**src/design/tbdd_pkg.sv**
```systemverilog
`default_nettype none

package tbdd_pkg;

  // Number of channels with their own tracking state, and the index width.
  localparam int CHANNELS = 16;
  localparam int CH_IDX_W = (CHANNELS > 1) ? $clog2(CHANNELS) : 1;

  // Field widths.
  localparam int CH_W     = 4;
  localparam int SAMPLE_W = 16;
  localparam int GAIN_W   = 8;
  localparam int SHIFT_W  = 4;
  localparam int CNT_W    = 8;
  localparam int SCALED_W = SAMPLE_W + GAIN_W;

  // Configuration port geometry.
  localparam int APB_DATA_W = 32;
  localparam int APB_ADDR_W = 5;

  // Largest averaging shift that is honored.
  localparam logic [SHIFT_W-1:0] MAX_SHIFT = SHIFT_W'(10);

  // Register indexes on the configuration port.
  typedef enum logic [2:0] {
    REG_ON_LEVEL       = 3'd0,
    REG_OFF_LEVEL      = 3'd1,
    REG_NOISE_GAIN     = 3'd2,
    REG_BASELINE_SHIFT = 3'd3,
    REG_NOISE_SHIFT    = 3'd4,
    REG_DEBOUNCE_LEN   = 3'd5
  } reg_idx_e;

  // Register values as seen by the datapath.
  typedef struct packed {
    logic [SAMPLE_W-1:0] on_level;
    logic [SAMPLE_W-1:0] off_level;
    logic [GAIN_W-1:0]   noise_gain;
    logic [SHIFT_W-1:0]  baseline_shift;
    logic [SHIFT_W-1:0]  noise_shift;
    logic [CNT_W-1:0]    debounce_len;
  } cfg_t;

  // Shift setting clamped to the supported range.
  function automatic logic [SHIFT_W-1:0] eff_shift(input logic [SHIFT_W-1:0] s);
    return (s > MAX_SHIFT) ? MAX_SHIFT : s;
  endfunction

  // cur + floor((tgt - cur) / 2^sh); the result lies between cur and tgt.
  function automatic logic [SAMPLE_W-1:0] ema_step(input logic [SAMPLE_W-1:0] cur,
                                                   input logic [SAMPLE_W-1:0] tgt,
                                                   input logic [SHIFT_W-1:0]  sh);
    logic signed [SAMPLE_W:0]   diff;
    logic signed [SAMPLE_W:0]   step;
    logic signed [SAMPLE_W+1:0] sum;
    diff = $signed({1'b0, tgt}) - $signed({1'b0, cur});
    step = diff >>> sh;
    sum  = $signed({2'b00, cur}) + $signed({step[SAMPLE_W], step});
    return sum[SAMPLE_W-1:0];
  endfunction

endpackage

`default_nettype wire

```
**src/design/tbdd_if.sv**
```systemverilog
`default_nettype none

// Sample channel: one touch reading with its channel number.
interface tbdd_in_if;
  import tbdd_pkg::*;
  logic                valid;
  logic                ready;
  logic [CH_W-1:0]     channel;
  logic [SAMPLE_W-1:0] sample;
  modport source (output valid, channel, sample, input ready);
  modport sink   (input valid, channel, sample, output ready);
endinterface

// Result channel: debounced touch state and deviation of one sample.
interface tbdd_out_if;
  import tbdd_pkg::*;
  logic                valid;
  logic                ready;
  logic [CH_W-1:0]     channel_out;
  logic                touched;
  logic [SAMPLE_W-1:0] deviation;
  modport source (output valid, channel_out, touched, deviation, input ready);
  modport sink   (input valid, channel_out, touched, deviation, output ready);
endinterface

`default_nettype wire

```
**src/design/tbdd_cfg.sv**
```systemverilog
`default_nettype none

module tbdd_cfg
  import tbdd_pkg::*;
(
  input  wire logic                  clk_i,
  input  wire logic                  rst_ni,
  input  wire logic                  psel,
  input  wire logic                  penable,
  input  wire logic                  pwrite,
  input  wire logic [APB_ADDR_W-1:0] paddr,
  input  wire logic [APB_DATA_W-1:0] pwdata,
  output logic      [APB_DATA_W-1:0] prdata,
  output logic                       pready,
  output cfg_t                       cfg_o
);

  cfg_t     cfg_q;
  reg_idx_e idx;
  logic     wr_en;

  assign pready = 1'b1;
  assign idx    = reg_idx_e'(paddr[APB_ADDR_W-1:2]);
  assign wr_en  = psel && penable && pwrite;
  assign cfg_o  = cfg_q;

  // Register writes in the access phase.
  always_ff @(posedge clk_i or negedge rst_ni) begin
    if (!rst_ni) begin
      cfg_q.on_level       <= SAMPLE_W'(90);
      cfg_q.off_level      <= SAMPLE_W'(55);
      cfg_q.noise_gain     <= GAIN_W'(6);
      cfg_q.baseline_shift <= SHIFT_W'(6);
      cfg_q.noise_shift    <= SHIFT_W'(4);
      cfg_q.debounce_len   <= CNT_W'(3);
    end else if (wr_en) begin
      unique case (idx)
        REG_ON_LEVEL:       cfg_q.on_level       <= pwdata[SAMPLE_W-1:0];
        REG_OFF_LEVEL:      cfg_q.off_level      <= pwdata[SAMPLE_W-1:0];
        REG_NOISE_GAIN:     cfg_q.noise_gain     <= pwdata[GAIN_W-1:0];
        REG_BASELINE_SHIFT: cfg_q.baseline_shift <= pwdata[SHIFT_W-1:0];
        REG_NOISE_SHIFT:    cfg_q.noise_shift    <= pwdata[SHIFT_W-1:0];
        REG_DEBOUNCE_LEN:   cfg_q.debounce_len   <= pwdata[CNT_W-1:0];
        default: ;
      endcase
    end
  end

  // Read back.
  always_comb begin
    unique case (idx)
      REG_ON_LEVEL:       prdata = APB_DATA_W'(cfg_q.on_level);
      REG_OFF_LEVEL:      prdata = APB_DATA_W'(cfg_q.off_level);
      REG_NOISE_GAIN:     prdata = APB_DATA_W'(cfg_q.noise_gain);
      REG_BASELINE_SHIFT: prdata = APB_DATA_W'(cfg_q.baseline_shift);
      REG_NOISE_SHIFT:    prdata = APB_DATA_W'(cfg_q.noise_shift);
      REG_DEBOUNCE_LEN:   prdata = APB_DATA_W'(cfg_q.debounce_len);
      default:            prdata = '0;
    endcase
  end

endmodule

`default_nettype wire

```
**src/design/touch_baseline_debounce_detector.sv**
```systemverilog
// Touch detector with per-channel baseline tracking and debounce. Each sample
// transaction enters an input register and its result leaves through a result
// register; one sample is accepted every cycle as long as the result side
// keeps taking results. All per-channel state (baseline, noise, seeded and
// touched flags, press and release counters) lives in flip-flops that are
// read and updated in the same cycle, so samples of the same channel may
// follow each other without gaps. There is no clearing pass: reset clears all
// channel state at once. The first sample of a channel seeds its baseline and
// reports deviation 0 and not touched. Registers: on_level (0x00), off_level
// (0x04), noise_gain (0x08), baseline_shift (0x0C), noise_shift (0x10),
// debounce_len (0x14); write them only while no sample is in flight.
`default_nettype none

module touch_baseline_debounce_detector
  import tbdd_pkg::*;
(
  input  wire logic                  clk_i,
  input  wire logic                  rst_ni,
  tbdd_in_if.sink                    samp_i,
  tbdd_out_if.source                 res_o,
  input  wire logic                  psel,
  input  wire logic                  penable,
  input  wire logic                  pwrite,
  input  wire logic [APB_ADDR_W-1:0] paddr,
  input  wire logic [APB_DATA_W-1:0] pwdata,
  output logic      [APB_DATA_W-1:0] prdata,
  output logic                       pready
);

  cfg_t cfg;

  tbdd_cfg u_cfg (
    .clk_i   (clk_i),
    .rst_ni  (rst_ni),
    .psel    (psel),
    .penable (penable),
    .pwrite  (pwrite),
    .paddr   (paddr),
    .pwdata  (pwdata),
    .prdata  (prdata),
    .pready  (pready),
    .cfg_o   (cfg)
  );

  // Input register.
  logic                s1_valid_q;
  logic [CH_W-1:0]     s1_ch_q;
  logic [SAMPLE_W-1:0] s1_sample_q;

  // Result register.
  logic                out_valid_q;
  logic [CH_W-1:0]     out_ch_q;
  logic                out_touched_q;
  logic [SAMPLE_W-1:0] out_dev_q;

  // Per-channel state.
  logic [SAMPLE_W-1:0] base_q    [CHANNELS];
  logic [SAMPLE_W-1:0] noise_q   [CHANNELS];
  logic [CNT_W-1:0]    press_q   [CHANNELS];
  logic [CNT_W-1:0]    release_q [CHANNELS];
  logic [CHANNELS-1:0] seeded_q;
  logic [CHANNELS-1:0] touched_q;

  logic s1_fire;
  logic in_fire;

  assign s1_fire      = s1_valid_q && (!out_valid_q || res_o.ready);
  assign samp_i.ready = !s1_valid_q || s1_fire;
  assign in_fire      = samp_i.valid && samp_i.ready;

  // Input register: holds the sample being worked on.
  always_ff @(posedge clk_i or negedge rst_ni) begin
    if (!rst_ni) begin
      s1_valid_q <= 1'b0;
    end else if (samp_i.ready) begin
      s1_valid_q <= samp_i.valid;
    end
  end

  always_ff @(posedge clk_i) begin
    if (in_fire) begin
      s1_ch_q     <= samp_i.channel;
      s1_sample_q <= samp_i.sample;
    end
  end

  // Datapath for the sample in the input register.
  logic [CH_IDX_W-1:0]   idx;
  logic                  in_range;
  logic [SAMPLE_W-1:0]   base;
  logic [SAMPLE_W-1:0]   noise;
  logic [CNT_W-1:0]      press;
  logic [CNT_W-1:0]      rel;
  logic [SAMPLE_W-1:0]   dev;
  logic [SCALED_W-1:0]   scaled;
  logic [SCALED_W:0]     on_sum;
  logic [SCALED_W:0]     off_sum;
  logic [SAMPLE_W-1:0]   on_th;
  logic [SAMPLE_W-1:0]   off_lv;
  logic [SAMPLE_W-1:0]   off_th;
  logic [CNT_W-1:0]      deb;
  logic [CNT_W-1:0]      press_inc;
  logic [CNT_W-1:0]      rel_inc;
  logic                  touched_d;
  logic [CNT_W-1:0]      press_d;
  logic [CNT_W-1:0]      rel_d;
  logic [SAMPLE_W-1:0]   base_d;
  logic [SAMPLE_W-1:0]   noise_d;
  logic                  res_touched;
  logic [SAMPLE_W-1:0]   res_dev;
  logic                  st_we;

  always_comb begin
    idx      = s1_ch_q[CH_IDX_W-1:0];
    in_range = (int'(s1_ch_q) < CHANNELS);
    base     = base_q[idx];
    noise    = noise_q[idx];
    press    = press_q[idx];
    rel      = release_q[idx];

    // Deviation and noise-scaled thresholds, saturated to 16 bits.
    dev     = (s1_sample_q >= base) ? (s1_sample_q - base) : (base - s1_sample_q);
    scaled  = noise * cfg.noise_gain;
    on_sum  = (SCALED_W+1)'(cfg.on_level) + (SCALED_W+1)'(scaled);
    on_th   = (on_sum[SCALED_W:SAMPLE_W] != '0) ? '1 : on_sum[SAMPLE_W-1:0];
    off_lv  = (cfg.off_level > cfg.on_level) ? cfg.on_level : cfg.off_level;
    off_sum = (SCALED_W+1)'(off_lv) + (SCALED_W+1)'(scaled >> 1);
    off_th  = (off_sum[SCALED_W:SAMPLE_W] != '0) ? '1 : off_sum[SAMPLE_W-1:0];
    deb     = (cfg.debounce_len == '0) ? CNT_W'(1) : cfg.debounce_len;

    press_inc = (press == '1) ? press : press + CNT_W'(1);
    rel_inc   = (rel == '1) ? rel : rel + CNT_W'(1);

    // Debounce decision.
    touched_d = touched_q[idx];
    press_d   = press;
    rel_d     = rel;
    if (!touched_q[idx]) begin
      if (dev >= on_th) begin
        press_d = press_inc;
        if (press_inc >= deb) begin
          touched_d = 1'b1;
          press_d   = '0;
          rel_d     = '0;
        end
      end else begin
        press_d = '0;
      end
    end else begin
      if (dev <= off_th) begin
        rel_d = rel_inc;
        if (rel_inc >= deb) begin
          touched_d = 1'b0;
          press_d   = '0;
          rel_d     = '0;
        end
      end else begin
        rel_d = '0;
      end
    end

    // Tracking only follows the sample while the channel stays untouched.
    base_d  = base;
    noise_d = noise;
    if (!touched_d) begin
      base_d  = ema_step(base, s1_sample_q, eff_shift(cfg.baseline_shift));
      noise_d = ema_step(noise, dev, eff_shift(cfg.noise_shift));
    end

    // A seeding sample loads the baseline and clears everything else.
    if (!seeded_q[idx]) begin
      touched_d = 1'b0;
      press_d   = '0;
      rel_d     = '0;
      base_d    = s1_sample_q;
      noise_d   = '0;
    end

    res_touched = in_range && seeded_q[idx] && touched_d;
    res_dev     = (in_range && seeded_q[idx]) ? dev : '0;
    st_we       = s1_fire && in_range;
  end

  // Channel state update.
  always_ff @(posedge clk_i or negedge rst_ni) begin
    if (!rst_ni) begin
      base_q    <= '{default: '0};
      noise_q   <= '{default: '0};
      press_q   <= '{default: '0};
      release_q <= '{default: '0};
      seeded_q  <= '0;
      touched_q <= '0;
    end else if (st_we) begin
      base_q[idx]    <= base_d;
      noise_q[idx]   <= noise_d;
      press_q[idx]   <= press_d;
      release_q[idx] <= rel_d;
      seeded_q[idx]  <= 1'b1;
      touched_q[idx] <= touched_d;
    end
  end

  // Result register.
  always_ff @(posedge clk_i or negedge rst_ni) begin
    if (!rst_ni) begin
      out_valid_q <= 1'b0;
    end else if (s1_fire) begin
      out_valid_q <= 1'b1;
    end else if (res_o.ready) begin
      out_valid_q <= 1'b0;
    end
  end

  always_ff @(posedge clk_i) begin
    if (s1_fire) begin
      out_ch_q      <= s1_ch_q;
      out_touched_q <= res_touched;
      out_dev_q     <= res_dev;
    end
  end

  assign res_o.valid       = out_valid_q;
  assign res_o.channel_out = out_ch_q;
  assign res_o.touched     = out_touched_q;
  assign res_o.deviation   = out_dev_q;

  // Input stalls only when both registers hold a transaction.
  assert property (@(posedge clk_i) disable iff (!rst_ni)
    !samp_i.ready |-> (s1_valid_q && out_valid_q))
    else $error("input stalled with a free stage");

  // Once seeded, a channel stays seeded.
  assert property (@(posedge clk_i) disable iff (!rst_ni)
    1'b1 |=> ($countones(seeded_q) >= $past($countones(seeded_q))))
    else $error("seeded channel lost its seed");

  // A touched channel never carries a pending press count.
  assert property (@(posedge clk_i) disable iff (!rst_ni)
    (s1_valid_q && in_range && touched_q[idx]) |-> (press_q[idx] == '0))
    else $error("press count pending on a touched channel");

endmodule

`default_nettype wire

```
**src/flat_wrapper.sv**
```systemverilog
// flat-port wrapper written by rule: the top's interface ports become plain ports
module touch_baseline_debounce_detector_flat import tbdd_pkg::*;
  (clk_i, rst_ni, psel, penable, pwrite, paddr, pwdata, prdata, pready, samp_i_valid, samp_i_channel, samp_i_sample, samp_i_ready, res_o_valid, res_o_channel_out, res_o_touched, res_o_deviation, res_o_ready);
  tbdd_in_if samp_i_i ();
  tbdd_out_if res_o_i ();
  input  wire logic clk_i;
  input  wire logic rst_ni;
  input  wire logic psel;
  input  wire logic penable;
  input  wire logic pwrite;
  input  wire logic [APB_ADDR_W-1:0] paddr;
  input  wire logic [APB_DATA_W-1:0] pwdata;
  output logic      [APB_DATA_W-1:0] prdata;
  output logic pready;
  input wire logic [$bits(samp_i_i.valid)-1:0] samp_i_valid;
  input wire logic [$bits(samp_i_i.channel)-1:0] samp_i_channel;
  input wire logic [$bits(samp_i_i.sample)-1:0] samp_i_sample;
  output wire logic [$bits(samp_i_i.ready)-1:0] samp_i_ready;
  output wire logic [$bits(res_o_i.valid)-1:0] res_o_valid;
  output wire logic [$bits(res_o_i.channel_out)-1:0] res_o_channel_out;
  output wire logic [$bits(res_o_i.touched)-1:0] res_o_touched;
  output wire logic [$bits(res_o_i.deviation)-1:0] res_o_deviation;
  input wire logic [$bits(res_o_i.ready)-1:0] res_o_ready;
  assign samp_i_i.valid = samp_i_valid;
  assign samp_i_i.channel = samp_i_channel;
  assign samp_i_i.sample = samp_i_sample;
  assign samp_i_ready = samp_i_i.ready;
  assign res_o_valid = res_o_i.valid;
  assign res_o_channel_out = res_o_i.channel_out;
  assign res_o_touched = res_o_i.touched;
  assign res_o_deviation = res_o_i.deviation;
  assign res_o_i.ready = res_o_ready;
  touch_baseline_debounce_detector u_core (.clk_i(clk_i), .rst_ni(rst_ni), .samp_i(samp_i_i), .res_o(res_o_i), .psel(psel), .penable(penable), .pwrite(pwrite), .paddr(paddr), .pwdata(pwdata), .prdata(prdata), .pready(pready));
endmodule
```
**config.mk**
```make
export PLATFORM = sky130hd
export DESIGN_NAME = touch_baseline_debounce_detector_flat
export DESIGN_NICKNAME = d
export VERILOG_FILES = /design/src/design/tbdd_pkg.sv /design/src/design/tbdd_if.sv /design/src/design/tbdd_cfg.sv /design/src/design/touch_baseline_debounce_detector.sv /design/src/flat_wrapper.sv
export SDC_FILE = /design/constraint.sdc
export NUM_CORES = 2
export LEC_CHECK = 0
export ABC_AREA = 1
export BUFFER_PORTS_ARGS = -buffer_cell sky130_fd_sc_hd__buf_2
export CAP_MARGIN = 20
export CELL_PAD_IN_SITES_DETAIL_PLACEMENT = 0
export CELL_PAD_IN_SITES_GLOBAL_PLACEMENT = 2
export CORE_AREA = 2 2 507 257
export DETAILED_ROUTE_END_ITERATION = 8
export DIE_AREA = 0 0 509 259
export PLACE_DENSITY_LB_ADDON = 0.15
export SLEW_MARGIN = 20
export SYNTH_ARGS = -nofsm -noshare
export SYNTH_HDL_FRONTEND = slang
export SYNTH_HIERARCHICAL = 1
export SYNTH_SLANG_ARGS = --single-unit
```
**constraint.sdc**
```tcl
create_clock -name clk_i -period 13.7 [get_ports clk_i]
set_input_delay 0.685 -clock clk_i [delete_from_list [all_inputs] [get_ports clk_i]]
set_output_delay 0.685 -clock clk_i [all_outputs]
set_load 0.005 [all_outputs]
```
# Yosys cells after proc, flatten, opt, wreduce, memory -nomap -nowiden
# Cells that the tools add are included.
# word_totals
inputBits	64
wordCells	196
regBits	899
# classes
multipliers	1
order_cmp	12
muxes	61
shifts	2
eq_ne	7
add_sub_neg	10
n_reduce_logical	22
bitwise	2
# op_table
op	n
256-bit bitwise mux	2
128-bit bitwise mux	2
16-bit 2-to-1 mux	13
8-bit 2-to-1 mux	20
16-bit binary-select mux with 4-bit select	2
16-bit one-hot mux with 6 select lines	1
8-bit binary-select mux with 4-bit select	2
16-bit demux with 4-bit select	1
17-bit by 4-bit >>> shifter with 16-bit output	2
16-bit by 16-bit subtractor with 17-bit output	2
16-bit adder	2
8-bit demux with 4-bit select	1
16-bit >= comparator	2
16-bit subtractor	2
16-bit by 24-bit adder with 25-bit output	1
16-bit by 23-bit adder with 24-bit output	1
16-bit by 8-bit multiplier with 24-bit output	1
9-bit nonzero test	2
8-bit by 1-bit adder with 8-bit output (second input constant)	2
16-bit bitwise mux	1
8-bit == test (second input constant)	2
8-bit >= comparator	2
16-bit > comparator	1
16-bit <= comparator	1
other kinds (21)	49

# Depth between registers and ports, before layout
# depth
depth_word	14
depth_mapped	62
mapped_depth_nobuf	56

# By module
# The synthesis kept the hierarchy.
# modules_own_cells
module	instances	seq_area_each_um2	cells_per_inst	area_per_inst_um2
touch_baseline_debounce_detector	1	21300.4	6434	50502.2
tbdd_cfg	1	1421.4	356	2834.0

# Worst setup path before layout
# OpenSTA, ideal clock, no wires.
# synth_path
path_kind	reg2reg
from	register u_core.s1_ch_q[1] (netlist: u_core/idx[1])
to	register u_core/noise_q[92] in the netlist's numbering
path_stages_with_launch	56
slack_ns	4.633
arrival_ns	8.935
required_time_ns	13.568
synth_period_minus_slack_ns	9.067
path_cell_list	edfxtp_1 > nor2_2 > buf_4 > buf_2 > buf_4 > clkbuf_1 > a22oi_1 > nand2_1 > nand2_1 > nand4_1 > clkinv_1 > nor2_1 > fa_1 > fa_1 > fa_1 > inv_1 > fa_1 > inv_1 > (+20 left out) > nor2_1 > ha_1 > nand2_1 > inv_1 > nand3_1 > nor3b_1 > nand2_1 > nand2_1 > nand2_1 > nand2_1 > nand2_2 > buf_6 > nand2_2 > buf_6 > nor2_1 > a22oi_2 > buf_2 > o21ai_1
# synth_via
elab_chain_len	14
# synth_lines
item	line_no	text
from (decl)	touch_baseline_debounce_detector.sv:47	logic [CH_W-1:0] s1_ch_q;
from (signal assigned)	touch_baseline_debounce_detector.sv:82	s1_ch_q <= samp_i.channel;
4-bit NOT with 5-bit output (implied by the code)	--	
16-bit binary-select mux with 4-bit select	touch_baseline_debounce_detector.sv:117	noise = noise_q[idx];
16-bit 2-to-1 mux (implied by the code) (2 in series)	touch_baseline_debounce_detector.sv:117	
16-bit by 8-bit multiplier with 24-bit output	touch_baseline_debounce_detector.sv:123	scaled = noise * cfg.noise_gain;
16-bit by 24-bit adder with 25-bit output / 16-bit by 23-bit adder with 24-bit output (equally long branches)	touch_baseline_debounce_detector.sv:124, touch_baseline_debounce_detector.sv:127	
9-bit nonzero test (on tied branches)	touch_baseline_debounce_detector.sv:125, touch_baseline_debounce_detector.sv:128	
16-bit 2-to-1 mux (on tied branches)	touch_baseline_debounce_detector.sv:125, touch_baseline_debounce_detector.sv:128	
16-bit >= comparator / 16-bit <= comparator (equally long branches)	touch_baseline_debounce_detector.sv:139, touch_baseline_debounce_detector.sv:150	
1-bit 2-to-1 mux (on tied branches)	touch_baseline_debounce_detector.sv:139, touch_baseline_debounce_detector.sv:150	
1-bit 2-to-1 mux	touch_baseline_debounce_detector.sv:138	if (!touched_q[idx]) begin
16-bit 2-to-1 mux	touch_baseline_debounce_detector.sv:165	if (!touched_d) begin
16-bit 2-to-1 mux	touch_baseline_debounce_detector.sv:171	if (!seeded_q[idx]) begin
256-bit bitwise mux *	touch_baseline_debounce_detector.sv:195	noise_q[idx] <= noise_d;
to (signal, indexed assignment)	touch_baseline_debounce_detector.sv:195	
to (decl)	touch_baseline_debounce_detector.sv:58	logic [SAMPLE_W-1:0] noise_q [CHANNELS];
# Mark *: on every way between the ends. The rest lies on a longest branch, timed or not. The select of a mux whose other input is x is not followed.
# A chain may end at the register's enable or synchronous reset.

# Worst setup path after layout
# layout_path
from	register u_core.s1_ch_q[0] (netlist: u_core/idx[0])
to	register u_core/base_q[56] in the netlist's numbering
# layout_via
elab_chain_len	14
# layout_lines
item	line_no	text
4-bit NOT with 5-bit output (implied by the code)	--	
16-bit binary-select mux with 4-bit select	touch_baseline_debounce_detector.sv:117	
16-bit 2-to-1 mux (implied by the code) (2 in series)	touch_baseline_debounce_detector.sv:117	
16-bit by 8-bit multiplier with 24-bit output	touch_baseline_debounce_detector.sv:123	
16-bit by 24-bit adder with 25-bit output / 16-bit by 23-bit adder with 24-bit output (equally long branches)	touch_baseline_debounce_detector.sv:124, touch_baseline_debounce_detector.sv:127	
9-bit nonzero test (on tied branches)	touch_baseline_debounce_detector.sv:125, touch_baseline_debounce_detector.sv:128	
16-bit 2-to-1 mux (on tied branches)	touch_baseline_debounce_detector.sv:125, touch_baseline_debounce_detector.sv:128	
16-bit >= comparator / 16-bit <= comparator (equally long branches)	touch_baseline_debounce_detector.sv:139, touch_baseline_debounce_detector.sv:150	
1-bit 2-to-1 mux (on tied branches)	touch_baseline_debounce_detector.sv:139, touch_baseline_debounce_detector.sv:150	
1-bit 2-to-1 mux	touch_baseline_debounce_detector.sv:138	
16-bit 2-to-1 mux	touch_baseline_debounce_detector.sv:165	
16-bit 2-to-1 mux	touch_baseline_debounce_detector.sv:171	
256-bit bitwise mux *	touch_baseline_debounce_detector.sv:194	base_q[idx] <= base_d;
to (signal, indexed assignment)	touch_baseline_debounce_detector.sv:194	
to (decl)	touch_baseline_debounce_detector.sv:57	logic [SAMPLE_W-1:0] base_q [CHANNELS];
# Marks and branches as above.

==> metrics <==
post-placement cell area=roughly 55000 sq um; number of enable flip-flop cells after synthesis=between 40 and 50; critical path's slowest cell=sky130_fd_sc_hd__o211ai_2; clock latency on the worst-skew pair=0.73 ns; total via count after detailed routing=48000; Clock H-tree levels=3; total negative slack for setup checks=0 ns; clock sink count=899; Critical Setup Path Class=reg2reg; number of unique standard cell types used by synthesis=67; number of placed instances with taps included=~8300; initial core utilization=41.8%; power consumption=14200 uW; number of input and output port buffers inserted=84; VDD IR-drop max=0.000128 V; vias in the first global route=approximately 45000; Critical Path Most Common Cell=sky130_fd_sc_hd__nand2_1; most common library cell in the layout ignoring fill and taps=sky130_fd_sc_hd__nand2_1; final layout net count=7063; Mapped Area=53300 sq um; power density over the cells=243 nW/um^2; post-DR wirelength/cell=24.2 um; share of the synthesized area in the top cell type=39.5%; slowest stage delay, CP=0.81 ns; RD Place Congestion=0.920; critical path data required time=14.32 ns; post-route minimum period=about 13 ns; critical path arrival=roughly 13 ns; most frequent cells in the layout=2101 x sky130_fd_sc_hd__nand2_1, 842 x sky130_fd_sc_hd__dfrtp_1, 564 x sky130_fd_sc_hd__inv_1, 497 x sky130_fd_sc_hd__o21ai_0, 412 x sky130_fd_sc_hd__nand3_1; DR iter-0 viols=5976; final cycle utilization of the critical path=91.5%; root buffer cell=sky130_fd_sc_hd__clkbuf_16; Area growth syn-to-layout=9.62%; Main synth FF type=sky130_fd_sc_hd__dfrtp_1; flip-flop and latch count after synthesis=899; number of max-cap violations=0; post-detailed-route count of antenna-violating nets=0; cell types occupying the most area after synthesis=sky130_fd_sc_hd__dfrtp_1 40%, sky130_fd_sc_hd__nand2_1 15%, sky130_fd_sc_hd__ha_1 5.2%; Critical Path Start Type=flop; total detailed-routing wirelength=between 200000 and 250000 um; CP Max Fanout=38; number of gates resized after cts=0; synthesized area per cell=7.86 sq um; run status=finished clean; total setup violations reported at the end of the flow=0; maximum number of pins on one net before global-route repair=~140; total congestion overflow=0; worst slew slack as a fraction of its limit=23.5%; first-pass iteration count of the detailed router=6; TritonCTS Buffers=90; synthesized netlist cell count=6790; Max Clock Skew=0.0483 ns; cell type contributing the most total cell area after synthesis=sky130_fd_sc_hd__dfrtp_1; Max Transition Viols Final=0; total of warnings raised by yosys=6; Static Leakage=0.0293 uW; detailed-placement wirelength estimate=133000 um; ratio of routed vias to standard cells=about 5.7; Finished Layout Cells=8477; Max Clk Rate=about 80 MHz; hold_buf cts=0; Bufs on Longest Clock Path=3; initial antenna violation count=3; clock transition at the registers of the reported paths=approximately 0.06 ns; global router's overall resource usage=a little under a third; Setup Buffers After CTS=0; Crit. Startpoint=u_core/idx[0]; start of the worst register-to-register path=u_core/idx[0]; area of the die=132000 sq um; nature of the critical path endpoint=flop; top-level I/O count=120; slew of the pin with the lowest slew margin=approximately 1.1 ns; Fin. Hold Viols=0; number of placement rows=93; sequential element share of the synthesized area=a little over two fifths; Die Y=259 um; async set-or-reset flop fraction in the synthesized netlist=95.4%; fraction of final layout cells sized beyond drive strength 1=7.61%; design area=approximately 58000 sq um; core region area=128000 sq um; wire length of the first global-routing pass=305000 um; CTS tree=built; Die X=509 um; path type of the worst min-delay path=in2async; setup repair after global routing missed its margin=false; Post-route DRC=0
worst paths after layout:
check                                      endpoint  slack [ns]  cells after the start
worst max-delay path              u_core/base_q[56]        1.16                     52
max in group asynchronous        u_core/base_q[212]       10.96                      5
min in group clk_i                    u_core/idx[0]        0.15                      1
worst max register to register    u_core/base_q[56]        1.16                     52
worst min-delay path            u_core/noise_q[118]        0.02                      1
worst min register to register   u_core/seeded_q[5]        0.45                      2
worst max-delay path, delay by kind of cell (launching register included):
kind | cells | cell delay (ns)
xor+xnor | 1 | 0.42
flops | 1 | 0.70
buf+inv | 8 | 1.94
compound gates | 8 | 1.63
fa+ha+maj | 7 | 2.85
simple gates | 28 | 4.84
report_power, final:
group,switching [uW],internal [uW]
clock network,1180,1520
registers,425,3470
logic,5210,2400
total,6820,7390
metrics by stage:
stage          util (%)  setup WS (ns)  hold slack, ns
2_1_floorplan         -           4.63           0.389
3_3_place_gp       43.3           1.58           0.433
3_5_place_dp       43.3           1.42           0.439
4_1_cts            45.8           1.36         0.00840
5_1_grt            45.8          0.304          0.0516
6_report           45.8           1.16          0.0185
area by class of cell:
type	count	area (sq um)
Clock inverter	34	453
Fill cell	12900	69200
Antenna cell	2	5.00
Multi-Input combinational cell	4874	26600
Clock buffer	135	2720
Tap cell	1710	2140
Timing Repair Buffer	214	1520
Sequential cell	899	22700
Inverter	609	2300
logic make-up after synthesis:
| kind of cell | after synthesis | synth area share [%] |
|---|---|---|
| AO/OA/AOI/OAI | 1414 | 15.9 |
| flip-flops | 899 | 42.6 |
| XOR/XNOR | 107 | 1.76 |
| adder cells (fa/ha/maj) | 311 | 8.58 |
| other | 2 | 0.0141 |
| multiplexers | 5 | 0.0938 |
| buffers and inverters | 1032 | 7.89 |
| AND/OR/NAND/NOR | 3020 | 23.2 |
flip-flops by register name (all words and copies together) (netlist names), 4 cells and up:
name                      count
u_core/base_q               256
u_core/noise_q              256
u_core/press_q              128
u_core/release_q            128
u_core/u_cfg/cfg_o           56
u_core/res_o.deviation       16
u_core/s1_sample_q           16
u_core/seeded_q              16
u_core/touched_q             16
u_core/idx                    4
u_core/res_o.channel_out      4
cell usage after synthesis, types with 5 or more instances:
cell type and number:
sky130_fd_sc_hd__nand2_1 2102, sky130_fd_sc_hd__dfrtp_1 842, sky130_fd_sc_hd__inv_1 582, sky130_fd_sc_hd__o21ai_0 498
sky130_fd_sc_hd__nand3_1 412, sky130_fd_sc_hd__nor2_1 330, sky130_fd_sc_hd__a22oi_1 304, sky130_fd_sc_hd__clkbuf_1 251
sky130_fd_sc_hd__ha_1 220, sky130_fd_sc_hd__o21ai_1 196, sky130_fd_sc_hd__a21oi_1 174, sky130_fd_sc_hd__nand4_1 106
sky130_fd_sc_hd__o22ai_1 98, sky130_fd_sc_hd__fa_1 91, sky130_fd_sc_hd__buf_2 83, sky130_fd_sc_hd__xor2_1 75
sky130_fd_sc_hd__buf_4 46, sky130_fd_sc_hd__edfxtp_1 41, sky130_fd_sc_hd__buf_1 36, sky130_fd_sc_hd__xnor2_1 32
sky130_fd_sc_hd__o211ai_1 21, sky130_fd_sc_hd__o21ai_2 21, sky130_fd_sc_hd__a31oi_1 18, sky130_fd_sc_hd__dfstp_2 16
sky130_fd_sc_hd__nor3_1 16, sky130_fd_sc_hd__inv_2 14, sky130_fd_sc_hd__a21o_1 13, sky130_fd_sc_hd__clkinv_1 11
sky130_fd_sc_hd__o211ai_2 11, sky130_fd_sc_hd__o21a_1 10, sky130_fd_sc_hd__o21bai_1 10, sky130_fd_sc_hd__and2_1 9
sky130_fd_sc_hd__a21oi_2 8, sky130_fd_sc_hd__or2_2 8, sky130_fd_sc_hd__buf_6 7, sky130_fd_sc_hd__nand2_2 7
sky130_fd_sc_hd__a211oi_1 5, sky130_fd_sc_hd__mux2i_1 5, sky130_fd_sc_hd__nand3b_1 5
routing by layer:
| layer | GRT usage, % | vias up | wire length, um |
|---|---|---|---|
| met5 | 0 | - | 13 |
| met4 | 5.37 | 2 | 3380 |
| met3 | 6.78 | 221 | 18900 |
| met2 | 40.6 | 2132 | 78900 |
| met1 | 50.3 | 23500 | 104000 |
| li1 | - | 22200 | - |
No activity file was read; power rests on OpenSTA's default activity.
